<file path="src/hdl/ps2mt_pkg.sv">
// Shared types, constants and helpers for the PS/2 mouse packet tracker.
package ps2mt_pkg;

  localparam int POS_FRAC_BITS_DEF  = 8;
  localparam int GAIN_FRAC_BITS_DEF = 12;

  localparam int BYTE_W     = 8;
  localparam int SCREEN_W   = 13;
  localparam int GAIN_W     = 16;
  localparam int MOVE_W     = 20;
  localparam int COORD_W    = 12;
  localparam int BTN_W      = 3;
  localparam int BTN_IDX_W  = 2;
  localparam int CFG_IDX_W  = 3;
  localparam int CFG_DATA_W = 16;

  localparam int SYNC_BIT = 3;
  localparam int SCREEN_MAX = 4096;

  typedef logic [BYTE_W-1:0]          byte_t;
  typedef logic [SCREEN_W-1:0]        screen_t;
  typedef logic [GAIN_W-1:0]          gain_t;
  typedef logic signed [MOVE_W-1:0]   move_t;
  typedef logic [COORD_W-1:0]         coord_t;
  typedef logic [BTN_W-1:0]           btn_t;
  typedef logic [BTN_IDX_W-1:0]       btn_idx_t;
  typedef logic [CFG_IDX_W-1:0]       cfg_idx_t;
  typedef logic [CFG_DATA_W-1:0]      cfg_data_t;

  // register indexes of the configuration port
  localparam cfg_idx_t CFG_ENABLE   = 3'd0;
  localparam cfg_idx_t CFG_SCREEN_W = 3'd1;
  localparam cfg_idx_t CFG_SCREEN_H = 3'd2;
  localparam cfg_idx_t CFG_X_GAIN   = 3'd3;
  localparam cfg_idx_t CFG_Y_GAIN   = 3'd4;

  localparam screen_t RST_SCREEN_W = 13'd80;
  localparam screen_t RST_SCREEN_H = 13'd25;
  localparam gain_t   RST_GAIN     = 16'd614;

  // event kinds
  localparam logic EV_MOVE   = 1'b0;
  localparam logic EV_BUTTON = 1'b1;

  typedef enum logic [1:0] {
    BP_FIRST  = 2'd0,
    BP_SECOND = 2'd1,
    BP_THIRD  = 2'd2
  } bpos_t;

  // effective screen limit: zero acts as one, anything above the max saturates
  function automatic screen_t lim_of(input screen_t v);
    screen_t r;
    if (v == '0) begin
      r = screen_t'(1);
    end else if (v > screen_t'(SCREEN_MAX)) begin
      r = screen_t'(SCREEN_MAX);
    end else begin
      r = v;
    end
    return r;
  endfunction

endpackage

</file>
<file path="src/hdl/ps2mt_if.sv">
// Valid/ready channel interfaces for input bytes and result events.
interface ps2mt_in_if;
  import ps2mt_pkg::*;

  logic  valid;
  logic  ready;
  logic  aux_flag;
  byte_t data_byte;

  modport source(output valid, aux_flag, data_byte, input ready);
  modport sink(input valid, aux_flag, data_byte, output ready);
endinterface

interface ps2mt_out_if;
  import ps2mt_pkg::*;

  logic     valid;
  logic     ready;
  logic     event_kind;
  coord_t   pointer_x;
  coord_t   pointer_y;
  move_t    move_x;
  move_t    move_y;
  btn_idx_t button_index;
  logic     button_down;
  logic     last_event;

  modport source(output valid, event_kind, pointer_x, pointer_y, move_x, move_y,
                 button_index, button_down, last_event, input ready);
  modport sink(input valid, event_kind, pointer_x, pointer_y, move_x, move_y,
               button_index, button_down, last_event, output ready);
endinterface

</file>
<file path="src/hdl/ps2_mouse_packet_tracker.sv">
// A byte transfer shows its first result after the input register, then the
// event register. Results leave one per cycle while out_ch.ready is high.
// Throughput: one byte per cycle while each byte yields at most one result and
// no stall; a byte with more results (up to three) holds input until they all leave.
// Reset (synchronous, rst_n low): packet alignment and buttons cleared,
// registers to defaults, pointer to the center of the default screen.
module ps2_mouse_packet_tracker #(
  parameter int POS_FRAC_BITS  = ps2mt_pkg::POS_FRAC_BITS_DEF,
  parameter int GAIN_FRAC_BITS = ps2mt_pkg::GAIN_FRAC_BITS_DEF
) (
  input  logic                  clk,
  input  logic                  rst_n,
  ps2mt_in_if.sink              in_ch,
  ps2mt_out_if.source           out_ch,
  input  logic                  cfg_we,
  input  ps2mt_pkg::cfg_idx_t   cfg_index,
  input  ps2mt_pkg::cfg_data_t  cfg_data
);
  import ps2mt_pkg::*;

  localparam int LSH    = (POS_FRAC_BITS > GAIN_FRAC_BITS) ? POS_FRAC_BITS - GAIN_FRAC_BITS : 0;
  localparam int RSH    = (GAIN_FRAC_BITS > POS_FRAC_BITS) ? GAIN_FRAC_BITS - POS_FRAC_BITS : 0;
  localparam int PROD_W = BYTE_W + GAIN_W + 1;
  localparam int EXT_W  = PROD_W + LSH;
  localparam int POS_W  = COORD_W + POS_FRAC_BITS;
  localparam int SUM_W  = ((POS_W > MOVE_W) ? POS_W : MOVE_W) + 2;

  localparam logic signed [EXT_W-1:0] SAT_HI = EXT_W'(2 ** (MOVE_W - 1) - 1);
  localparam logic signed [EXT_W-1:0] SAT_LO = EXT_W'(-(2 ** (MOVE_W - 1)));

  localparam logic [POS_W-1:0] POS_X_RST =
    POS_W'(lim_of(RST_SCREEN_W) / 2) << POS_FRAC_BITS;
  localparam logic [POS_W-1:0] POS_Y_RST =
    POS_W'(lim_of(RST_SCREEN_H) / 2) << POS_FRAC_BITS;

  // scale a signed delta by a gain, fixed-point convert and saturate
  function automatic move_t scale(input byte_t raw, input gain_t gain, input logic neg);
    logic signed [PROD_W-1:0] d;
    logic signed [PROD_W-1:0] g;
    logic signed [PROD_W-1:0] p;
    logic signed [EXT_W-1:0]  e;
    move_t                    r;
    d = PROD_W'($signed(raw));
    g = PROD_W'($signed({1'b0, gain}));
    p = d * g;
    if (neg) begin
      p = -p;
    end
    e = EXT_W'(p);
    e = (e <<< LSH) >>> RSH;
    if (e > SAT_HI) begin
      r = move_t'(SAT_HI);
    end else if (e < SAT_LO) begin
      r = move_t'(SAT_LO);
    end else begin
      r = e[MOVE_W-1:0];
    end
    return r;
  endfunction

  // add a delta to a position and clamp to [0, lim) with zero fraction at the top
  function automatic logic [POS_W-1:0] clamp(input logic [POS_W-1:0] pos, input move_t dm,
                                             input screen_t lim);
    logic signed [SUM_W-1:0] s;
    logic signed [SUM_W-1:0] top;
    logic [POS_W-1:0]        r;
    s   = $signed(SUM_W'(pos)) + SUM_W'(dm);
    top = $signed(SUM_W'(lim)) <<< POS_FRAC_BITS;
    if (s < 0) begin
      r = '0;
    end else if (s >= top) begin
      r = POS_W'(lim - screen_t'(1)) << POS_FRAC_BITS;
    end else begin
      r = s[POS_W-1:0];
    end
    return r;
  endfunction

  // configuration registers
  logic    enable_r;
  screen_t scr_w_r, scr_h_r;
  gain_t   x_gain_r, y_gain_r;

  // input stage
  logic  in_vld_r;
  logic  aux_r;
  byte_t byte_r;
  move_t sx_r, sy_r;

  // tracker state
  bpos_t            bpos_r, bpos_nxt;
  btn_t             btn_prev_r, btn_nxt;
  byte_t            xraw_r, xraw_nxt, x_src;
  logic [POS_W-1:0] posx_r, posx_nxt, posy_r, posy_nxt;
  logic             mv_nxt;

  // pending events of one byte
  logic             mv_r;
  btn_t             bmask_r, bmask_rest;
  btn_t             bval_r;
  move_t            ev_mx_r, ev_my_r;
  logic [POS_W-1:0] ev_px_r, ev_py_r;

  logic     busy, last, out_fire, free, process;
  btn_idx_t sel;

  always_ff @(posedge clk) begin
    if (!rst_n) begin
      enable_r <= 1'b0;
      scr_w_r  <= RST_SCREEN_W;
      scr_h_r  <= RST_SCREEN_H;
      x_gain_r <= RST_GAIN;
      y_gain_r <= RST_GAIN;
    end else if (cfg_we) begin
      unique case (cfg_index)
        CFG_ENABLE:   enable_r <= cfg_data[0];
        CFG_SCREEN_W: scr_w_r  <= cfg_data[SCREEN_W-1:0];
        CFG_SCREEN_H: scr_h_r  <= cfg_data[SCREEN_W-1:0];
        CFG_X_GAIN:   x_gain_r <= cfg_data[GAIN_W-1:0];
        CFG_Y_GAIN:   y_gain_r <= cfg_data[GAIN_W-1:0];
        default: ;
      endcase
    end
  end

  // event selection: move first, then buttons in index order
  always_comb begin
    bmask_rest = bmask_r & (bmask_r - btn_t'(1));
    priority if (bmask_r[0]) begin
      sel = btn_idx_t'(0);
    end else if (bmask_r[1]) begin
      sel = btn_idx_t'(1);
    end else begin
      sel = btn_idx_t'(2);
    end
    busy     = mv_r | (|bmask_r);
    last     = mv_r ? (bmask_r == '0) : (bmask_rest == '0);
    out_fire = busy & out_ch.ready;
    free     = !busy || (out_fire && last);
    process  = in_vld_r && free;
  end

  assign in_ch.ready = !in_vld_r || free;

  assign out_ch.valid        = busy;
  assign out_ch.event_kind   = mv_r ? EV_MOVE : EV_BUTTON;
  assign out_ch.pointer_x    = ev_px_r[POS_W-1 -: COORD_W];
  assign out_ch.pointer_y    = ev_py_r[POS_W-1 -: COORD_W];
  assign out_ch.move_x       = mv_r ? ev_mx_r : '0;
  assign out_ch.move_y       = mv_r ? ev_my_r : '0;
  assign out_ch.button_index = mv_r ? '0 : sel;
  assign out_ch.button_down  = mv_r ? 1'b0 : bval_r[sel];
  assign out_ch.last_event   = last;

  // take the X byte straight from the input register when it is processed this cycle
  assign x_src = (in_vld_r && enable_r && aux_r && bpos_r == BP_SECOND) ? byte_r : xraw_r;

  // input stage: scale both deltas up front so the state update only adds
  always_ff @(posedge clk) begin
    if (!rst_n) begin
      in_vld_r <= 1'b0;
    end else if (in_ch.valid && in_ch.ready) begin
      in_vld_r <= 1'b1;
    end else if (process) begin
      in_vld_r <= 1'b0;
    end
  end

  always_ff @(posedge clk) begin
    if (in_ch.valid && in_ch.ready) begin
      aux_r  <= in_ch.aux_flag;
      byte_r <= in_ch.data_byte;
      sx_r   <= scale(x_src, x_gain_r, 1'b0);
      sy_r   <= scale(in_ch.data_byte, y_gain_r, 1'b1);
    end
  end

  always_comb begin
    bpos_nxt = bpos_r;
    btn_nxt  = btn_prev_r;
    xraw_nxt = xraw_r;
    posx_nxt = posx_r;
    posy_nxt = posy_r;
    mv_nxt   = 1'b0;
    if (enable_r && aux_r) begin
      unique case (bpos_r)
        BP_FIRST: begin
          btn_nxt  = byte_r[BTN_W-1:0];
          // drop alignment when the sync bit is missing
          bpos_nxt = byte_r[SYNC_BIT] ? BP_SECOND : BP_FIRST;
        end
        BP_SECOND: begin
          xraw_nxt = byte_r;
          bpos_nxt = BP_THIRD;
        end
        BP_THIRD: begin
          mv_nxt   = 1'b1;
          bpos_nxt = BP_FIRST;
          posx_nxt = clamp(posx_r, sx_r, lim_of(scr_w_r));
          posy_nxt = clamp(posy_r, sy_r, lim_of(scr_h_r));
        end
        default: bpos_nxt = BP_FIRST;
      endcase
    end
  end

  always_ff @(posedge clk) begin
    if (!rst_n) begin
      bpos_r     <= BP_FIRST;
      btn_prev_r <= '0;
      posx_r     <= POS_X_RST;
      posy_r     <= POS_Y_RST;
      mv_r       <= 1'b0;
      bmask_r    <= '0;
    end else if (process) begin
      bpos_r     <= bpos_nxt;
      btn_prev_r <= btn_nxt;
      posx_r     <= posx_nxt;
      posy_r     <= posy_nxt;
      mv_r       <= mv_nxt;
      bmask_r    <= btn_nxt ^ btn_prev_r;
    end else if (out_fire) begin
      // advance to the next pending event
      if (mv_r) begin
        mv_r <= 1'b0;
      end else begin
        bmask_r <= bmask_rest;
      end
    end
  end

  always_ff @(posedge clk) begin
    if (process) begin
      xraw_r  <= xraw_nxt;
      bval_r  <= btn_nxt;
      ev_mx_r <= sx_r;
      ev_my_r <= sy_r;
      ev_px_r <= posx_nxt;
      ev_py_r <= posy_nxt;
    end
  end

endmodule

</file>
<file path="src/flat_wrapper.sv">
// flat-port wrapper written by rule: the top's interface ports become plain ports
module ps2_mouse_packet_tracker_flat import ps2mt_pkg::*;
#(
  parameter int POS_FRAC_BITS  = ps2mt_pkg::POS_FRAC_BITS_DEF,
  parameter int GAIN_FRAC_BITS = ps2mt_pkg::GAIN_FRAC_BITS_DEF
)
  (clk, rst_n, cfg_we, cfg_index, cfg_data, in_ch_valid, in_ch_aux_flag, in_ch_data_byte, in_ch_ready, out_ch_valid, out_ch_event_kind, out_ch_pointer_x, out_ch_pointer_y, out_ch_move_x, out_ch_move_y, out_ch_button_index, out_ch_button_down, out_ch_last_event, out_ch_ready);
  ps2mt_in_if in_ch_i ();
  ps2mt_out_if out_ch_i ();
  input  logic clk;
  input  logic rst_n;
  input  logic cfg_we;
  input  ps2mt_pkg::cfg_idx_t cfg_index;
  input  ps2mt_pkg::cfg_data_t cfg_data;
  input wire logic [$bits(in_ch_i.valid)-1:0] in_ch_valid;
  input wire logic [$bits(in_ch_i.aux_flag)-1:0] in_ch_aux_flag;
  input wire logic [$bits(in_ch_i.data_byte)-1:0] in_ch_data_byte;
  output wire logic [$bits(in_ch_i.ready)-1:0] in_ch_ready;
  output wire logic [$bits(out_ch_i.valid)-1:0] out_ch_valid;
  output wire logic [$bits(out_ch_i.event_kind)-1:0] out_ch_event_kind;
  output wire logic [$bits(out_ch_i.pointer_x)-1:0] out_ch_pointer_x;
  output wire logic [$bits(out_ch_i.pointer_y)-1:0] out_ch_pointer_y;
  output wire logic [$bits(out_ch_i.move_x)-1:0] out_ch_move_x;
  output wire logic [$bits(out_ch_i.move_y)-1:0] out_ch_move_y;
  output wire logic [$bits(out_ch_i.button_index)-1:0] out_ch_button_index;
  output wire logic [$bits(out_ch_i.button_down)-1:0] out_ch_button_down;
  output wire logic [$bits(out_ch_i.last_event)-1:0] out_ch_last_event;
  input wire logic [$bits(out_ch_i.ready)-1:0] out_ch_ready;
  assign in_ch_i.valid = in_ch_valid;
  assign in_ch_i.aux_flag = in_ch_aux_flag;
  assign in_ch_i.data_byte = in_ch_data_byte;
  assign in_ch_ready = in_ch_i.ready;
  assign out_ch_valid = out_ch_i.valid;
  assign out_ch_event_kind = out_ch_i.event_kind;
  assign out_ch_pointer_x = out_ch_i.pointer_x;
  assign out_ch_pointer_y = out_ch_i.pointer_y;
  assign out_ch_move_x = out_ch_i.move_x;
  assign out_ch_move_y = out_ch_i.move_y;
  assign out_ch_button_index = out_ch_i.button_index;
  assign out_ch_button_down = out_ch_i.button_down;
  assign out_ch_last_event = out_ch_i.last_event;
  assign out_ch_i.ready = out_ch_ready;
  ps2_mouse_packet_tracker #(.POS_FRAC_BITS(POS_FRAC_BITS), .GAIN_FRAC_BITS(GAIN_FRAC_BITS)) u_core (.clk(clk), .rst_n(rst_n), .in_ch(in_ch_i), .out_ch(out_ch_i), .cfg_we(cfg_we), .cfg_index(cfg_index), .cfg_data(cfg_data));
endmodule
</file>
<file path="config.mk">
export PLATFORM = sky130hd
export DESIGN_NAME = ps2_mouse_packet_tracker_flat
export DESIGN_NICKNAME = d
export VERILOG_FILES = /design/src/hdl/ps2mt_pkg.sv /design/src/hdl/ps2mt_if.sv /design/src/hdl/ps2_mouse_packet_tracker.sv /design/src/flat_wrapper.sv
export SDC_FILE = /design/constraint.sdc
export NUM_CORES = 1
export LEC_CHECK = 0
export ABC_AREA = 1
export BUFFER_PORTS_ARGS = -buffer_cell sky130_fd_sc_hd__buf_2
export CAP_MARGIN = 15
export CORE_MARGIN = 4
export CORE_UTILIZATION = 41
export CTS_BUF_LIST = sky130_fd_sc_hd__clkbuf_8 sky130_fd_sc_hd__clkbuf_16
export DETAILED_ROUTE_END_ITERATION = 7
export PLACE_DENSITY_LB_ADDON = 0.12
export SLEW_MARGIN = 20
export SYNTH_ARGS = -nofsm -noshare
export SYNTH_HDL_FRONTEND = slang
export SYNTH_SLANG_ARGS = --single-unit
export TNS_END_PERCENT = 30
</file>
<file path="constraint.sdc">
create_clock -name clk -period 9.3 [get_ports clk]
set_clock_uncertainty 0.15 [all_clocks]
set_input_delay 0.465 -clock clk [delete_from_list [all_inputs] [get_ports clk]]
set_output_delay 0.465 -clock clk [all_outputs]
set_load 0.03 [all_outputs]
</file>
==> results_dict.tcl <==
set metrics [dict create \
    status "finished clean" \
    diodes 0 \
    fmax_mhz 146 \
    maxSlewViolCount 0 \
    io_buffers 103 \
    maxCapViolations 0 \
    whs_ns 0.0298 \
    synthArstFlopShare 0 \
    min_period_over_period 0.736 \
    synth_commonest_cells "nand2_1 (628), inv_1 (532), nor2_1 (254), ha_1 (208), a21oi_1 (174)" \
    track_usage 0.207 \
    syn_area_sq_um 21500 \
    synth_edf_count 124 \
    switching_power_mw 2.08 \
    antenna_found_initial 2 \
    crit_path_end_kind "flip-flop" \
    pwr-share-seq 0.286 \
    wl_um 58100 \
    grt_pass1_vias 17484 \
    p_sw_frac 0.427 \
    hp-class "in2reg" \
    grt_start_max_net_pins 78 \
    cts_made_buffers 28 \
    p_int_mw 2.80 \
    via_per_inst 5.04 \
    hpwlAfterDp_um 46600 \
    netlist_top_cells_area "edfxtp_1 (17%), fa_1 (16%), ha_1 (12%), nand2_1 (11%), dfxtp_1 (10%)" \
    slew_headroom 0.327 \
    utilization 0.456 \
    rsz0062_at_grt "no" \
    worstSkewPairLatency_ns 0.57 \
    ys.flop_type "edfxtp_1" \
    syn_avg_cell_area_sq_um 7.77 \
    core_sq_um 51600 \
    h-tree-depth 1 \
    cp-start-kind "flip-flop" \
    crit_type "reg2reg" \
    cts_tree "built" \
    final_cells 3524 \
    clock_sinks 233 \
    yosys_warnings 0 \
    peakVddDrop_v 0.000129 \
    synth_cell_type_count 58 \
    yosysTopAreaCell "edfxtp_1" \
    post_cts_resized 0 \
    power_mw 4.88 \
    worstMarginPinSlew_ns 1.00 \
    final_nets 3231 \
    setup_violations 0 \
    synth_top_area_frac 0.173 \
    synth_most_common_cell "nand2_1" \
    yosysSeqAreaShare 0.275 \
    clockBufferDepth 3 \
    combPwrFrac 0.487 \
    period_minus_slack_ns 6.84 \
    dr.pass1.iters 5 \
    drc 0 \
    die_w_um 237 \
    critPathArrivalTime_ns 7.00 \
    power_leakage_nw 12.0 \
    die_h_um 237 \
    routedWlPerCell_um 16.5 \
    cp.required_ns 9.46 \
    routabilityCongestion 0.897 \
    post-place-ws_ns 2.47 \
    final_area_sq_um 23500 \
    overflow 0 \
    drive_above_1_share 0.0672 \
    clkPwrFrac 0.227 \
    vias 17768 \
    cp_max_fo 16 \
    cts_root_buf "clkbuf_16" \
    dp.cells 3469 \
    synth_nets 3172 \
    finalWorstSetupSlack_ns 2.46 \
    power_density_nw_per_um2 208 \
    dpl-instance-area_sq_um 22500 \
    initial_core_util 0.416 \
    io_pins 104 \
    postRouteAntennaNets 0 \
    synth_seq_cells 233 \
    hold_viol_final 0 \
    synthCells 2763 \
    die_area_sq_um 56100 \
    grt_pass1_wl_um 94300 \
    fin_tns_setup_ns 0 \
    rows 83 \
    drt_iter0_markers 1242 \
    cts.clk_slew.worst_paths_ns 0.06 \
    area_growth_pct 9.54 \
]
## power groups by stage
stage	combinational, mW	sequential [mW]	clock [mW]
after floorplan	1.80	1.35	0
after global placement	2.36	1.42	0
after detailed placement	2.37	1.42	0
after CTS	2.39	1.40	1.14
after global routing	2.71	1.41	1.18
final	2.38	1.40	1.11
## state kept, by name, indices dropped and copies added, names as in the netlist, 13 cells and up, named ones only
| name | count |
|---|---|
| u_core.ev_mx_r | 20 |
| u_core.ev_my_r | 20 |
| u_core.sx_r | 20 |
| u_core.sy_r | 20 |
| u_core.x_gain_r | 16 |
| u_core.y_gain_r | 16 |
| u_core.scr_h_r | 13 |
| u_core.scr_w_r | 13 |
## path summary, 6_finish.rpt
check	from	end	slack, ns	cells past startpoint
max	u_core.enable_r$_SDFFE_PN0P_	u_core.sx_r[17]$_SDFFCE_PN1P_	2.46	26
min reg2reg	u_core.byte_r[5]$_DFFE_PP_	u_core.xraw_r[5]$_DFFE_PP_	0.30	0
max reg2reg	u_core.enable_r$_SDFFE_PN0P_	u_core.sx_r[17]$_SDFFCE_PN1P_	2.46	26
min	cfg_data[15]	u_core.y_gain_r[15]$_SDFFE_PN0P_	0.03	3
## logic make-up (layout without fill, tap and decap cells)
| logic type | count (synthesis) | after routing | share of synthesized area |
|---|---|---|---|
| fa+ha+maj | 376 | 376 | 0.278 |
| flops | 233 | 233 | 0.275 |
| compound gates | 372 | 372 | 0.0960 |
| simple gates | 1072 | 1072 | 0.204 |
| buf+inv | 627 | 708 | 0.112 |
| xor+xnor | 83 | 83 | 0.0346 |
## area by class of cell
type | count | area [sq um]
clock buffer | 33 | 792
clock inverter | 19 | 153
fill | 5227 | 28100
inverter | 538 | 2020
multi-input combinational | 1903 | 13200
sequential | 233 | 5910
tap | 680 | 851
timing repair buffer | 118 | 636
## repair_timing
item,4_1_cts,5_1_grt
setup endpoints to repair,0,0
hold buffers,3,0
hold endpoints to repair,3,0
setup buffers,0,0
## cell usage in the layout (no fill, tap or decap), types with 5 or more instances in the layout
master       n
nand2_1    628
inv_1      538
nor2_1     254
ha_1       208
a21oi_1    174
fa_1       168
o21ai_0    138
edfxtp_1   124
dfxtp_1    109
nand3_1    103
buf_2      103
xor2_1      53
nand4_1     34
clkbuf_16   30
xnor2_1     28
nor3_1      14
buf_4       12
nand3b_1    10
a21o_1      10
o21bai_1     7
nand2_2      7
nor4_1       6
a31oi_1      5
## layer usage
layer | vias up | GRT usage | part of all wire
met1 | 8544 | 0.308 | 0.49
met2 | 372 | 0.326 | 0.44
met5 | - | 0 | 0
met3 | 43 | 0.0274 | 0.050
met4 | 0 | 0.0349 | 0.014
li1 | 8809 | - | -
## critical path, cell delays in order, from the launching register on
cell	delay [ns]
dfxtp_1	0.33
nand2_1	0.12
nor3_1	0.20
buf_4	0.22
nand2_1	0.07
o21ai_1	0.29
inv_1	0.45
nor2_1	0.26
fa_1	0.45
fa_1	0.52
fa_1	0.55
inv_1	0.06
fa_1	0.53
inv_1	0.04
ha_1	0.35
a21oi_1	0.23
o21ai_0	0.17
nand2_1	0.09
o211ai_1	0.11
nand2_1	0.08
nand3_1	0.08
xnor2_1	0.19
inv_1	0.08
nor2_1	0.61
inv_1	0.20
nand2_1	0.11
nand2_1	0.05
Note: power is estimated with default switching activity, not from simulation.
